**src/frame_rms_voice_detector_assert.svh**
```systemverilog
// ----------------------------------------------------------------------------
// frame rms voice detector assertion macros
// shorthand for clocked checks, reset-qualified on rst_n
// ----------------------------------------------------------------------------
`ifndef FRAME_RMS_VOICE_DETECTOR_ASSERT_SVH
`define FRAME_RMS_VOICE_DETECTOR_ASSERT_SVH

// same-cycle implication
`define FRVD_ASSERT_NOW(label, ante, cons, msg) \
  label: assert property (@(posedge clk) disable iff (!rst_n) (ante) |-> (cons)) \
    else $error(msg);

// next-cycle implication
`define FRVD_ASSERT_NEXT(label, ante, cons, msg) \
  label: assert property (@(posedge clk) disable iff (!rst_n) (ante) |=> (cons)) \
    else $error(msg);

`endif

```
**src/frvd_pkg.sv**
```systemverilog
// ----------------------------------------------------------------------------
// frvd_pkg
// shared types and constants of the frame rms voice detector
// ----------------------------------------------------------------------------
`default_nettype none

package frvd_pkg;

  localparam int SAMPLE_W      = 32;
  localparam int SAMPLE_SHIFT  = 8;
  localparam int MAG_W         = SAMPLE_W - SAMPLE_SHIFT;  // 24
  localparam int SQ_W          = 2 * MAG_W - 1;            // largest square is 2**46
  localparam int ROOT_W        = 24;
  localparam int LEVEL_W       = 24;
  localparam int THR_W         = 23;
  localparam int HANG_W        = 8;
  localparam int CFG_IDX_W     = 1;
  localparam int CFG_DATA_W    = 23;
  localparam int FRAME_MAX_DEF = 1024;

  localparam logic [HANG_W-1:0] HANG_RESET = 8'd20;
  localparam logic [HANG_W-1:0] SIL_MAX    = 8'd255;

  typedef enum logic [CFG_IDX_W-1:0] {
    REG_THRESHOLD = 1'b0,
    REG_HANGOVER  = 1'b1
  } cfg_reg_t;

  typedef enum logic [2:0] {
    S_IDLE,
    S_SQUARE,
    S_ACCUM,
    S_DIVIDE,
    S_ROOT,
    S_EMIT
  } seq_state_t;

  // per-cycle commands from the sequencer to the datapath
  typedef struct packed {
    logic load;      // sample word taken
    logic square;    // multiplier result captured
    logic accum;     // add square into running sum
    logic divide;    // one restoring divide step
    logic div_last;  // final divide step
    logic root;      // one square root digit step
    logic emit;      // result written to output register
  } ctl_t;

  function automatic int max2(input int a, input int b);
    return (a > b) ? a : b;
  endfunction

endpackage

`default_nettype wire

```
**src/frvd_alu.sv**
```systemverilog
// ----------------------------------------------------------------------------
// frvd_alu
// shared adder / subtractor, borrow flag doubles as the compare result
// ----------------------------------------------------------------------------
`default_nettype none

module frvd_alu import frvd_pkg::*; #(
  parameter int W = SQ_W + $clog2(FRAME_MAX_DEF) + 1
) (
  input  wire logic [W-1:0] a,
  input  wire logic [W-1:0] b,
  input  wire logic         sub,
  output logic      [W-1:0] res,
  output logic              borrow
);

  logic [W:0] sum;

  always_comb begin
    sum    = {1'b0, a} + {1'b0, (sub ? ~b : b)} + {{W{1'b0}}, sub};
    res    = sum[W-1:0];
    borrow = sub & ~sum[W];
  end

endmodule

`default_nettype wire

```
**src/frvd_seq.sv**
```systemverilog
// ----------------------------------------------------------------------------
// frvd_seq
// sequencer: sample accumulate steps, divide loop, square root loop, emit
// ----------------------------------------------------------------------------
`default_nettype none

module frvd_seq import frvd_pkg::*; #(
  parameter int DIV_STEPS  = SQ_W + $clog2(FRAME_MAX_DEF) + 1,
  parameter int ROOT_STEPS = ROOT_W
) (
  input  wire logic clk,
  input  wire logic rst_n,
  input  wire logic in_valid,
  input  wire logic close,
  input  wire logic out_busy,
  output logic      in_ready,
  output ctl_t      ctl
);

  localparam int STEP_W = $clog2(max2(max2(DIV_STEPS, ROOT_STEPS), 2));

  seq_state_t          state_r, state_nxt;
  logic [STEP_W-1:0]   step_r, step_nxt;

  always_ff @(posedge clk) begin
    if (!rst_n) begin
      state_r <= S_IDLE;
      step_r  <= '0;
    end else begin
      state_r <= state_nxt;
      step_r  <= step_nxt;
    end
  end

  always_comb begin
    state_nxt = state_r;
    step_nxt  = step_r;
    in_ready  = 1'b0;
    ctl       = '0;
    unique case (state_r)
      S_IDLE: begin
        in_ready = 1'b1;
        if (in_valid) begin
          ctl.load  = 1'b1;
          state_nxt = S_SQUARE;
        end
      end
      S_SQUARE: begin
        ctl.square = 1'b1;
        state_nxt  = S_ACCUM;
      end
      S_ACCUM: begin
        ctl.accum = 1'b1;
        step_nxt  = '0;
        state_nxt = close ? S_DIVIDE : S_IDLE;
      end
      S_DIVIDE: begin
        ctl.divide = 1'b1;
        step_nxt   = step_r + 1'b1;
        if (step_r == STEP_W'(DIV_STEPS - 1)) begin
          ctl.div_last = 1'b1;
          step_nxt     = '0;
          state_nxt    = S_ROOT;
        end
      end
      S_ROOT: begin
        ctl.root = 1'b1;
        step_nxt = step_r + 1'b1;
        if (step_r == STEP_W'(ROOT_STEPS - 1)) begin
          step_nxt  = '0;
          state_nxt = S_EMIT;
        end
      end
      S_EMIT: begin
        if (!out_busy) begin
          ctl.emit  = 1'b1;
          state_nxt = S_IDLE;
        end
      end
      default: state_nxt = S_IDLE;
    endcase
  end

endmodule

`default_nettype wire

```
**src/frame_rms_voice_detector.sv**
```systemverilog
// Frame RMS voice detector. Each input word carries one signed 32-bit
// microphone sample; its upper 24 bits are squared and summed over the frame.
// A frame closes on the word with frame_last set, or at FRAME_MAX samples.
// A closed frame yields one output word: level = floor(sqrt(sum / count)),
// plus voice_now / voice_start / voice_end from a threshold detector with a
// hangover of hangover_frames quiet frames. Processing: a sample that does not
// close a frame goes through accept, 24x24 square and accumulate. A closing
// sample adds one shared add/subtract unit run as a restoring divider for
// max(SUM_W, 48) steps (58 at FRAME_MAX = 1024) then as a digit-by-digit
// square root for 24 steps, then loads the output register once the
// previous output word has been taken. in_ready is low while a sample is
// being worked on.
// Configuration: cfg index 0 is voice_threshold, index 1 is hangover_frames;
// cfg_ready is always high, writes are meant to happen while the block idles.
// ----------------------------------------------------------------------------
// frame_rms_voice_detector
// top level: handshakes, config registers, datapath around the shared unit
// ----------------------------------------------------------------------------
`default_nettype none

`include "frame_rms_voice_detector_assert.svh"

module frame_rms_voice_detector import frvd_pkg::*; #(
  parameter int FRAME_MAX = FRAME_MAX_DEF
) (
  input  wire logic                  clk,
  input  wire logic                  rst_n,
  // sample words
  input  wire logic                  in_valid,
  output logic                       in_ready,
  input  wire logic signed [SAMPLE_W-1:0] in_sample,
  input  wire logic                  in_frame_last,
  // result words
  output logic                       out_valid,
  input  wire logic                  out_ready,
  output logic [LEVEL_W-1:0]         out_level,
  output logic                       out_voice_now,
  output logic                       out_voice_start,
  output logic                       out_voice_end,
  // register writes
  input  wire logic                  cfg_valid,
  output logic                       cfg_ready,
  input  wire logic [CFG_IDX_W-1:0]  cfg_index,
  input  wire logic [CFG_DATA_W-1:0] cfg_data
);

  // sample counter holds 0..FRAME_MAX-1 between samples, up to FRAME_MAX at close
  localparam int CNT_W   = $clog2(FRAME_MAX + 1);
  localparam int SUM_W   = SQ_W + $clog2(FRAME_MAX) + 1;
  // divide shift register also carries the square root radicand
  localparam int QREG_W  = max2(SUM_W, 2 * ROOT_W);
  // partial remainder wide enough for both the divide and the root loop
  localparam int REM_W   = max2(CNT_W + 1, ROOT_W + 2);
  localparam int ALU_W   = max2(SUM_W, REM_W);

  // config registers
  logic [THR_W-1:0]  thresh_r;
  logic [HANG_W-1:0] hang_r;

  // datapath registers
  logic [MAG_W-1:0]  mag_r;
  logic [SQ_W-1:0]   sq_r;
  logic [SUM_W-1:0]  sum_r,   sum_nxt;
  logic [CNT_W-1:0]  count_r, count_nxt;
  logic [CNT_W-1:0]  div_r,   div_nxt;
  logic [QREG_W-1:0] quo_r,   quo_nxt;
  logic [REM_W-1:0]  rem_r,   rem_nxt;
  logic [ROOT_W-1:0] root_r,  root_nxt;
  logic              close_r;

  // detector state
  logic              speaking_r, speaking_nxt;
  logic [HANG_W-1:0] silence_r,  silence_nxt;

  // output register
  logic              out_valid_r;
  logic [LEVEL_W-1:0] out_level_r;
  logic              out_now_r, out_start_r, out_end_r;
  logic              vnow, vstart, vend;

  // shared unit hookup
  logic [ALU_W-1:0]  alu_a, alu_b, alu_res;
  logic              alu_sub, alu_borrow;
  logic [REM_W-1:0]  div_trial, root_trial, root_take;

  logic [MAG_W-1:0]  top_bits;
  logic              in_fire;
  ctl_t              ctl;

  // the sequencer raises load exactly when a sample word is accepted
  assign in_fire   = ctl.load;
  assign cfg_ready = 1'b1;
  assign top_bits  = in_sample[SAMPLE_W-1:SAMPLE_SHIFT];

  frvd_seq #(
    .DIV_STEPS  (QREG_W),
    .ROOT_STEPS (ROOT_W)
  ) u_seq (
    .clk      (clk),
    .rst_n    (rst_n),
    .in_valid (in_valid),
    .close    (close_r),
    .out_busy (out_valid_r & ~out_ready),
    .in_ready (in_ready),
    .ctl      (ctl)
  );

  // config writes
  always_ff @(posedge clk) begin
    if (!rst_n) begin
      thresh_r <= '0;
      hang_r   <= HANG_RESET;
    end else if (cfg_valid) begin
      unique case (cfg_reg_t'(cfg_index))
        REG_THRESHOLD: thresh_r <= cfg_data[THR_W-1:0];
        REG_HANGOVER:  hang_r   <= cfg_data[HANG_W-1:0];
        default: ;
      endcase
    end
  end

  // divide step: bring down the next dividend bit, try the divisor
  assign div_trial  = {rem_r[REM_W-2:0], quo_r[QREG_W-1]};
  // root step: bring down two radicand bits, try 4*root + 1
  assign root_take  = {rem_r[REM_W-3:0], quo_r[2*ROOT_W-1 -: 2]};
  assign root_trial = REM_W'({root_r, 2'b01});

  // operand select for the shared unit
  always_comb begin
    alu_a   = ALU_W'(sum_r);
    alu_b   = ALU_W'(sq_r);
    alu_sub = 1'b0;
    if (ctl.divide) begin
      alu_a   = ALU_W'(div_trial);
      alu_b   = ALU_W'(div_r);
      alu_sub = 1'b1;
    end else if (ctl.root) begin
      alu_a   = ALU_W'(root_take);
      alu_b   = ALU_W'(root_trial);
      alu_sub = 1'b1;
    end
  end

  frvd_alu #(
    .W (ALU_W)
  ) u_alu (
    .a      (alu_a),
    .b      (alu_b),
    .sub    (alu_sub),
    .res    (alu_res),
    .borrow (alu_borrow)
  );

  // magnitude and square; the square is registered in S_SQUARE and feeds the adder in S_ACCUM
  always_ff @(posedge clk) begin
    if (in_fire) begin
      mag_r <= top_bits[MAG_W-1] ? (~top_bits + 1'b1) : top_bits;
    end
    if (ctl.square) begin
      sq_r <= SQ_W'(mag_r * mag_r);
    end
  end

  // voice decision, evaluated in the emit cycle
  always_comb begin
    vnow         = (root_r > ROOT_W'(thresh_r));
    vstart       = 1'b0;
    vend         = 1'b0;
    speaking_nxt = speaking_r;
    silence_nxt  = silence_r;
    if (vnow) begin
      silence_nxt = '0;
      if (!speaking_r) begin
        speaking_nxt = 1'b1;
        vstart       = 1'b1;
      end
    end else if (speaking_r) begin
      if (silence_r != SIL_MAX) begin
        silence_nxt = silence_r + 1'b1;
      end
      // hangover reached ends speech, silence count kept until next voice
      if (silence_nxt >= hang_r) begin
        speaking_nxt = 1'b0;
        vend         = 1'b1;
      end
    end
  end

  // datapath next state
  always_comb begin
    sum_nxt   = sum_r;
    count_nxt = count_r;
    div_nxt   = div_r;
    quo_nxt   = quo_r;
    rem_nxt   = rem_r;
    root_nxt  = root_r;
    if (in_fire) begin
      count_nxt = count_r + 1'b1;
    end
    if (ctl.accum) begin
      if (close_r) begin
        // frame closes: sum moves into the divide shift register
        quo_nxt   = QREG_W'(alu_res[SUM_W-1:0]);
        sum_nxt   = '0;
        div_nxt   = count_r;
        count_nxt = '0;
        rem_nxt   = '0;
      end else begin
        sum_nxt = alu_res[SUM_W-1:0];
      end
    end
    if (ctl.divide) begin
      quo_nxt = {quo_r[QREG_W-2:0], ~alu_borrow};
      rem_nxt = alu_borrow ? div_trial : alu_res[REM_W-1:0];
      if (ctl.div_last) begin
        rem_nxt  = '0;
        root_nxt = '0;
      end
    end
    if (ctl.root) begin
      quo_nxt  = {quo_r[QREG_W-3:0], 2'b00};
      rem_nxt  = alu_borrow ? root_take : alu_res[REM_W-1:0];
      root_nxt = {root_r[ROOT_W-2:0], ~alu_borrow};
    end
  end

  always_ff @(posedge clk) begin
    div_r  <= div_nxt;
    quo_r  <= quo_nxt;
    rem_r  <= rem_nxt;
    root_r <= root_nxt;
    if (in_fire) begin
      // overlong frame closes exactly as if frame_last were set
      close_r <= in_frame_last | (count_r == CNT_W'(FRAME_MAX - 1));
    end
    if (!rst_n) begin
      sum_r   <= '0;
      count_r <= '0;
    end else begin
      sum_r   <= sum_nxt;
      count_r <= count_nxt;
    end
  end

  // detector state and output register
  always_ff @(posedge clk) begin
    if (!rst_n) begin
      speaking_r  <= 1'b0;
      silence_r   <= '0;
      out_valid_r <= 1'b0;
    end else begin
      if (ctl.emit) begin
        speaking_r  <= speaking_nxt;
        silence_r   <= silence_nxt;
        out_valid_r <= 1'b1;
      end else if (out_ready) begin
        out_valid_r <= 1'b0;
      end
    end
    if (ctl.emit) begin
      out_level_r <= LEVEL_W'(root_r);
      out_now_r   <= vnow;
      out_start_r <= vstart;
      out_end_r   <= vend;
    end
  end

  assign out_valid       = out_valid_r;
  assign out_level       = out_level_r;
  assign out_voice_now   = out_now_r;
  assign out_voice_start = out_start_r;
  assign out_voice_end   = out_end_r;

  // checks
  `FRVD_ASSERT_NOW(a_count_in_range, in_ready, count_r < CNT_W'(FRAME_MAX), "frame count overran")
  `FRVD_ASSERT_NOW(a_start_has_voice, out_valid && out_voice_start, out_voice_now, "start without voice")
  `FRVD_ASSERT_NOW(a_end_is_quiet, out_valid && out_voice_end, !out_voice_now && !out_voice_start, "end on voice frame")
  `FRVD_ASSERT_NEXT(a_emit_shows, ctl.emit, out_valid && (out_voice_start == $past(vstart)), "emit not registered")

endmodule

`default_nettype wire
```
**config.mk**
```make
export PLATFORM = sky130hd
export DESIGN_NAME = frame_rms_voice_detector
export DESIGN_NICKNAME = d
export VERILOG_FILES = /design/src/frvd_pkg.sv /design/src/frvd_alu.sv /design/src/frvd_seq.sv /design/src/frame_rms_voice_detector.sv
export VERILOG_INCLUDE_DIRS = /design/src /design/src/src
export SDC_FILE = /design/constraint.sdc
export NUM_CORES = 2
export LEC_CHECK = 0
export BUFFER_PORTS_ARGS = -buffer_cell sky130_fd_sc_hd__buf_2
export CORE_MARGIN = 5
export CORE_UTILIZATION = 55
export DETAILED_ROUTE_END_ITERATION = 10
export GPL_TIMING_DRIVEN = 0
export PLACE_DENSITY = 0.72
export SETUP_SLACK_MARGIN = 0.1
export SKIP_LAST_GASP = 1
export SLEW_MARGIN = 20
export SYNTH_ARGS = -nofsm -noshare
export SYNTH_HDL_FRONTEND = slang
export SYNTH_SLANG_ARGS = --single-unit
```
**constraint.sdc**
```tcl
create_clock -name clk -period 11.94 [get_ports clk]
set_input_delay 0.597 -clock clk [delete_from_list [all_inputs] [get_ports clk]]
set_output_delay 0.597 -clock clk [all_outputs]
set_load 0.005 [all_outputs]
```
# --- Yosys cells after proc, flatten, opt, wreduce, memory -nomap -nowiden ---
# Cells that the tools add are included.
classes:
  n_addsub: 6
  multipliers: 1
  magnitude_cmp: 2
  n_eq_ne: 13
  n_mux: 57
  bitwise_logic: 10
  n_reduce_logical: 19
op_table:
  columns: ["operator", "n"]
  rows:
  - ["58-bit 2-to-1 mux", 8]
  - ["25-bit 2-to-1 mux", 7]
  - ["47-bit 2-to-1 mux", 2]
  - ["24-bit 2-to-1 mux", 3]
  - ["58-bit by 58-bit adder with 59-bit output", 1]
  - ["59-bit by 1-bit adder with 59-bit output", 1]
  - ["47-bit inverter with 58-bit output", 1]
  - ["24-bit by 24-bit multiplier with 47-bit output", 1]
  - ["8-bit 2-to-1 mux", 5]
  - ["11-bit 2-to-1 mux", 3]
  - ["24-bit by 1-bit adder with 24-bit output, second input constant", 1]
  - ["24-bit by 23-bit greater-than comparator with 1-bit output", 1]
  - ["24-bit inverter", 1]
  - ["23-bit 2-to-1 mux", 1]
  - ["1-bit 2-to-1 mux", 18]
  - ["3-bit case mux with 6 select lines", 1]
  - ["6-bit case mux with 3 select lines", 1]
  - ["2-bit AND reduction", 7]
  - ["3-bit 2-to-1 mux", 4]
  - ["6-bit 2-to-1 mux", 2]
  - ["2-bit nonzero test", 6]
  - ["11-bit by 1-bit adder with 11-bit output, second input constant", 1]
  - ["11-bit by 10-bit == test with 1-bit output, second input constant", 1]
  - ["3-bit nonzero test", 3]
  - ["other kinds (18)", 28]
word_totals:
  regBits: 336
  input_bits: 62
  out_inout_bits: 30
  word_cells: 130

# --- Depth between registers and ports, before layout ---
depth:
  word_depth: 14
  ltp_mapped: 28
  depth_no_buf: 28

# --- By module ---
# A second synthesis with hierarchy kept.
unflattened:
  hier_cells: 3942
  area_unflattened_um2: 36587.6
modules_own_cells:
  columns: ["mod", "n_inst", "cells_each", "area_per_inst_um2", "seq_area_each_um2"]
  rows:
  - ["frame_rms_voice_detector", 1, 3279, 31739.2, 8668.3]
  - ["frvd_alu", 1, 585, 4206.5, 0.0]
  - ["frvd_seq", 1, 78, 641.9, 180.2]

# --- Least setup slack after synthesis ---
# OpenSTA, ideal clock, no wires.
synth_path:
  path_kind: "register to register"
  start: "register mag_r[12]"
  end: "register sq_r[46], data pin"
  setup_ns: 0.259
  t_arrival_ns: 6.905
  required_time_ns: 11.681
  slack_ns: 4.776
  path_stages_with_launch: 27
  path_buffers: 1
  period_less_slack_ns: 7.164
  cell_sequence: "edfxtp_1 clkbuf_1 nand2_1 fa_1 inv_1 fa_1 inv_1 fa_1 inv_1 fa_1 fa_1 fa_1 inv_1 fa_1 inv_1 ha_1 and3_1 nand3_1 a211oi_1 o211ai_1 a31o_2 o31a_1 o21ai_0 a211oi_1 o21ai_0 a21oi_1 xnor2_1"
synth_via:
  elab_chain_len: 1
synth_lines:
  columns: ["item", "line", "rtl"]
  rows:
  - ["from (decl)", "frame_rms_voice_detector.sv:61", "logic [MAG_W-1:0] mag_r;"]
  - ["from (signal assigned)", "frame_rms_voice_detector.sv:157", "mag_r <= top_bits[MAG_W-1] ? (~top_bits + 1'b1) : top_bits;"]
  - ["24-bit by 24-bit multiplier with 47-bit output", "frame_rms_voice_detector.sv:160", "sq_r <= SQ_W'(mag_r * mag_r);"]
  - ["to (signal assigned)", "frame_rms_voice_detector.sv:160", null]
  - ["to (decl)", "frame_rms_voice_detector.sv:62", "logic [SQ_W-1:0] sq_r;"]
# No other way between the ends.
# A chain may end at the register's enable or synchronous reset.

# --- Worst setup path after layout ---
layout_path:
  start: "register mag_r[17]"
  end: "register sq_r[39], data pin"
# Same word-level chain as after synthesis.

==> results.sh <==
export IMPL_run_status="finished, final reports clean"
export IMPL_antenna_found_initial=0
export IMPL_effective_utilization_at_floorplan_pct=55.4
export IMPL_postSynth_topFlopCell="sky130_fd_sc_hd__edfxtp_1"
export IMPL_layout_cell_area_non_filler_um2=37700
export IMPL_min_period_over_period_pct=76.9
export IMPL_viasPerCell=5.74
export IMPL_synth_compound_area_share_pct=13.4
export IMPL_drtIter0Drc=2695
export IMPL_setup_violations=0
export IMPL_grt_first_pass_wirelength_mm=153
export IMPL_rsz0062_at_grt="false"
export IMPL_clkTransAtPathRegs_ns=0.06
export IMPL_dieWidth_um=262
export IMPL_final_core_utilization_pct=59.9
export IMPL_routability_driven_placement_congestion_ratio=1.01
export IMPL_number_of_flops_mapped_to_enable_cells_by_yosys=214
export IMPL_crit_top_cell="sky130_fd_sc_hd__fa_1"
export IMPL_grt_overflow=0
export IMPL_drv_slew=0
export IMPL_synth_top_cell_by_area="sky130_fd_sc_hd__fa_1"
export IMPL_drt_total_wl_mm=98.6
export IMPL_yosys_area_share_adder_pct=33.8
export IMPL_synth_cell_types=79
export IMPL_design_portCount=92
export IMPL_htree_levels=2
export IMPL_cells_after_synthesis=3783
export IMPL_nNetsFinal=4663
export IMPL_critical_path_max_stage_delay_ns=0.78
export IMPL_post_synth_and_or_nand_nor_area_fraction_pct=14.7
export IMPL_groute_usage_overall_pct=28.9
export IMPL_clock_tree_from_tritoncts="done"
export IMPL_drtPass1Iterations=8
export IMPL_timing_fmax_ghz=0.109
export IMPL_syn_cell_area_um2=34900
export IMPL_post_route_drc_count=0
export IMPL_finalWorstPathRequiredPeriod_ns=9.19
export IMPL_highest_count_cells_in_the_layout_ignoring_fill_and_taps="sky130_fd_sc_hd__inv_1, sky130_fd_sc_hd__nand2_1, sky130_fd_sc_hd__fa_1"
export IMPL_pre_cts_ws_ns=2.71
export IMPL_synth_seq_area_share_pct=25.4
export IMPL_muxShareOfSynthArea_pct=0.208
export IMPL_first_global_vias=27700
export IMPL_hpwl_mm=78.6
export IMPL_skew_ns=0.0315
export IMPL_post_cts_hold_buffer_count=0
export IMPL_wl_per_cell_um=20.6
export IMPL_cts_sink_count=335
export IMPL_detailroute_via_count=27500
export IMPL_dpl_instance_area_um2=36500
export IMPL_synthesis_area_per_instance_um2=9.23
export IMPL_synth_fp_nets=4535
export IMPL_placementRows=92
export IMPL_worst_setup_path_category="reg -> reg"
export IMPL_dieArea_um2=68600
export IMPL_antenna_cells_inserted=0
export IMPL_core_area_um2=63000
export IMPL_worstSetupEndpointType="flip-flop"
export IMPL_floorplan_die_height_um=262
export IMPL_min_delay_path_class="in -> reg"
export IMPL_max_slew_margin_rel_pct=32.9
export IMPL_area_growth_synth_to_final_pct=8.09
export IMPL_yosysWarnings=0
export IMPL_synth_ff_latch_count=335
export IMPL_worst_skew_pair_late_latency_ns=0.59
export IMPL_post_synth_main_area_contributors="sky130_fd_sc_hd__fa_1, sky130_fd_sc_hd__edfxtp_1, sky130_fd_sc_hd__ha_1"
export IMPL_drt_antenna_violating_nets=0
export IMPL_layout_cells_most_common="sky130_fd_sc_hd__inv_1"
export IMPL_timing_final_ws_setup_ns=2.75
export IMPL_layout_drive_gt1_share_pct=4.52
export IMPL_port_buffers=82
export IMPL_maximum_number_of_pins_on_one_net_before_global_route_repair=46
export IMPL_critPathLaunchType="flip-flop"
export IMPL_cp_slowest_cell="sky130_fd_sc_hd__o31ai_1"
export IMPL_synth_xor_area_share_pct=3.49
export IMPL_crit_path_max_fanout=10
export IMPL_share_of_yosys_cell_area_claimed_by_the_top_area_cell_type_pct=24.3
export IMPL_worst_slew_pin_transition_ns=1.01
export IMPL_root_buffer="sky130_fd_sc_hd__clkbuf_16"
export IMPL_worstPathArrival_ns=9.51
export IMPL_cts_post_setup_buffers_inserted=0
export IMPL_hold_viol=0
export IMPL_cts_repair_resized=0
export IMPL_cts_path_max_buffers=3
export IMPL_cp_data_required_time_ns=12.27
export IMPL_finalSetupTns_ns=0
export IMPL_largest_family_of_logic_cells_by_synthesized_area="adder cells"
export IMPL_maxCapViolCount=0
export IMPL_tritoncts_buffer_count=39
export IMPL_asyncSetResetFlopFracSynth_pct=0
==> synth_stat cells (23+ instances only) <==
cell type and n:
sky130_fd_sc_hd__dfxtp_1 121, sky130_fd_sc_hd__a21boi_0 41, sky130_fd_sc_hd__nor2_1 181, sky130_fd_sc_hd__xor2_1 42
sky130_fd_sc_hd__o22ai_1 27, sky130_fd_sc_hd__o21ai_0 111, sky130_fd_sc_hd__nor3_1 35, sky130_fd_sc_hd__xnor2_1 97
sky130_fd_sc_hd__or3_1 34, sky130_fd_sc_hd__a31oi_1 41, sky130_fd_sc_hd__ha_1 267, sky130_fd_sc_hd__clkbuf_1 171
sky130_fd_sc_hd__inv_1 657, sky130_fd_sc_hd__a21oi_1 174, sky130_fd_sc_hd__fa_1 423, sky130_fd_sc_hd__edfxtp_1 214
sky130_fd_sc_hd__nor2b_1 57, sky130_fd_sc_hd__o21bai_1 23, sky130_fd_sc_hd__a22o_1 23, sky130_fd_sc_hd__nand4_1 35
sky130_fd_sc_hd__a21o_1 89, sky130_fd_sc_hd__nand3_1 28, sky130_fd_sc_hd__nand2_1 431, sky130_fd_sc_hd__and2_1 191
sky130_fd_sc_hd__a22oi_1 56
==> through the flow <==
stage,std cells,hold slack [ns]
3_5_place_dp,4716,0.439
3_3_place_gp,4711,0.430
6_report,4788,0.254
5_1_grt,4788,0.244
4_1_cts,4788,0.232
2_1_floorplan,3783,0.417
==> per-layer routing <==
layer	vias up	part of all wire, %	GRT usage (%)
met5	-	0	0
met4	0	5.9	14.1
li1	12600	-	-
met3	318	9.0	5.00
met2	1234	46	46.6
met1	13300	40	38.1
==> critical path: cells and delay by family (launching register included) <==
| kind | cells | cell delay [ns] |
|---|---|---|
| and+or+nand+nor | 2 | 0.38 |
| buffers and inverters | 7 | 1.62 |
| DFF | 1 | 0.50 |
| xor gates and xnor gates | 1 | 0.11 |
| adders and majority gates | 8 | 3.97 |
| AOI/OAI and AO/OA | 8 | 2.32 |
==> final timing paths <==
| kind | start | end | slack, ns | depth (start not counted) |
|---|---|---|---|---|
| hold reg to reg | sum_r[47] | sum_r[47] | 0.44 | 2 |
| hold / removal | in_sample[8] | mag_r[0] | 0.25 | 1 |
| setup / recovery | mag_r[17] | sq_r[39] | 2.75 | 26 |
| setup reg to reg | mag_r[17] | sq_r[39] | 2.75 | 26 |
==> layout make-up <==
type | count | area (µm²)
plain buffers | 179 | 688
clock buffers | 50 | 1040
clock inverters | 22 | 173
fillers | 5551 | 25200
inverters | 657 | 2470
multi-input cells | 2612 | 22900
flip-flops and latches | 335 | 8850
well taps | 846 | 1060
repair buffers | 87 | 528
==> kinds of logic (layout without fill, tap and decap cells) <==
logic type,count (synthesis),in the layout
DFF,335,335
adders and majority gates,690,690
buffers and inverters,836,995
muxes,7,7
xor gates and xnor gates,139,139
AOI/OAI and AO/OA,709,709
and+or+nand+nor,1066,1066
other,1,1
==> registers in the layout (all words and copies together), names as in the netlist <==
signal,count
close_r,1
speaking_r,1
hang_r,8
sum_r,58
root_r,24
out_level,24
thresh_r,23
mag_r,24
quo_r,58
out_voice_start,1
out_voice_now,1
u_seq.state_r,3
div_r,11
u_seq.step_r,6
out_voice_end,1
rem_r,25
sq_r,46
count_r,11
silence_r,8
out_valid,1
Power is not shown: default switching activity piles up to over one toggle a cycle in this logic, so the estimate is an artifact.
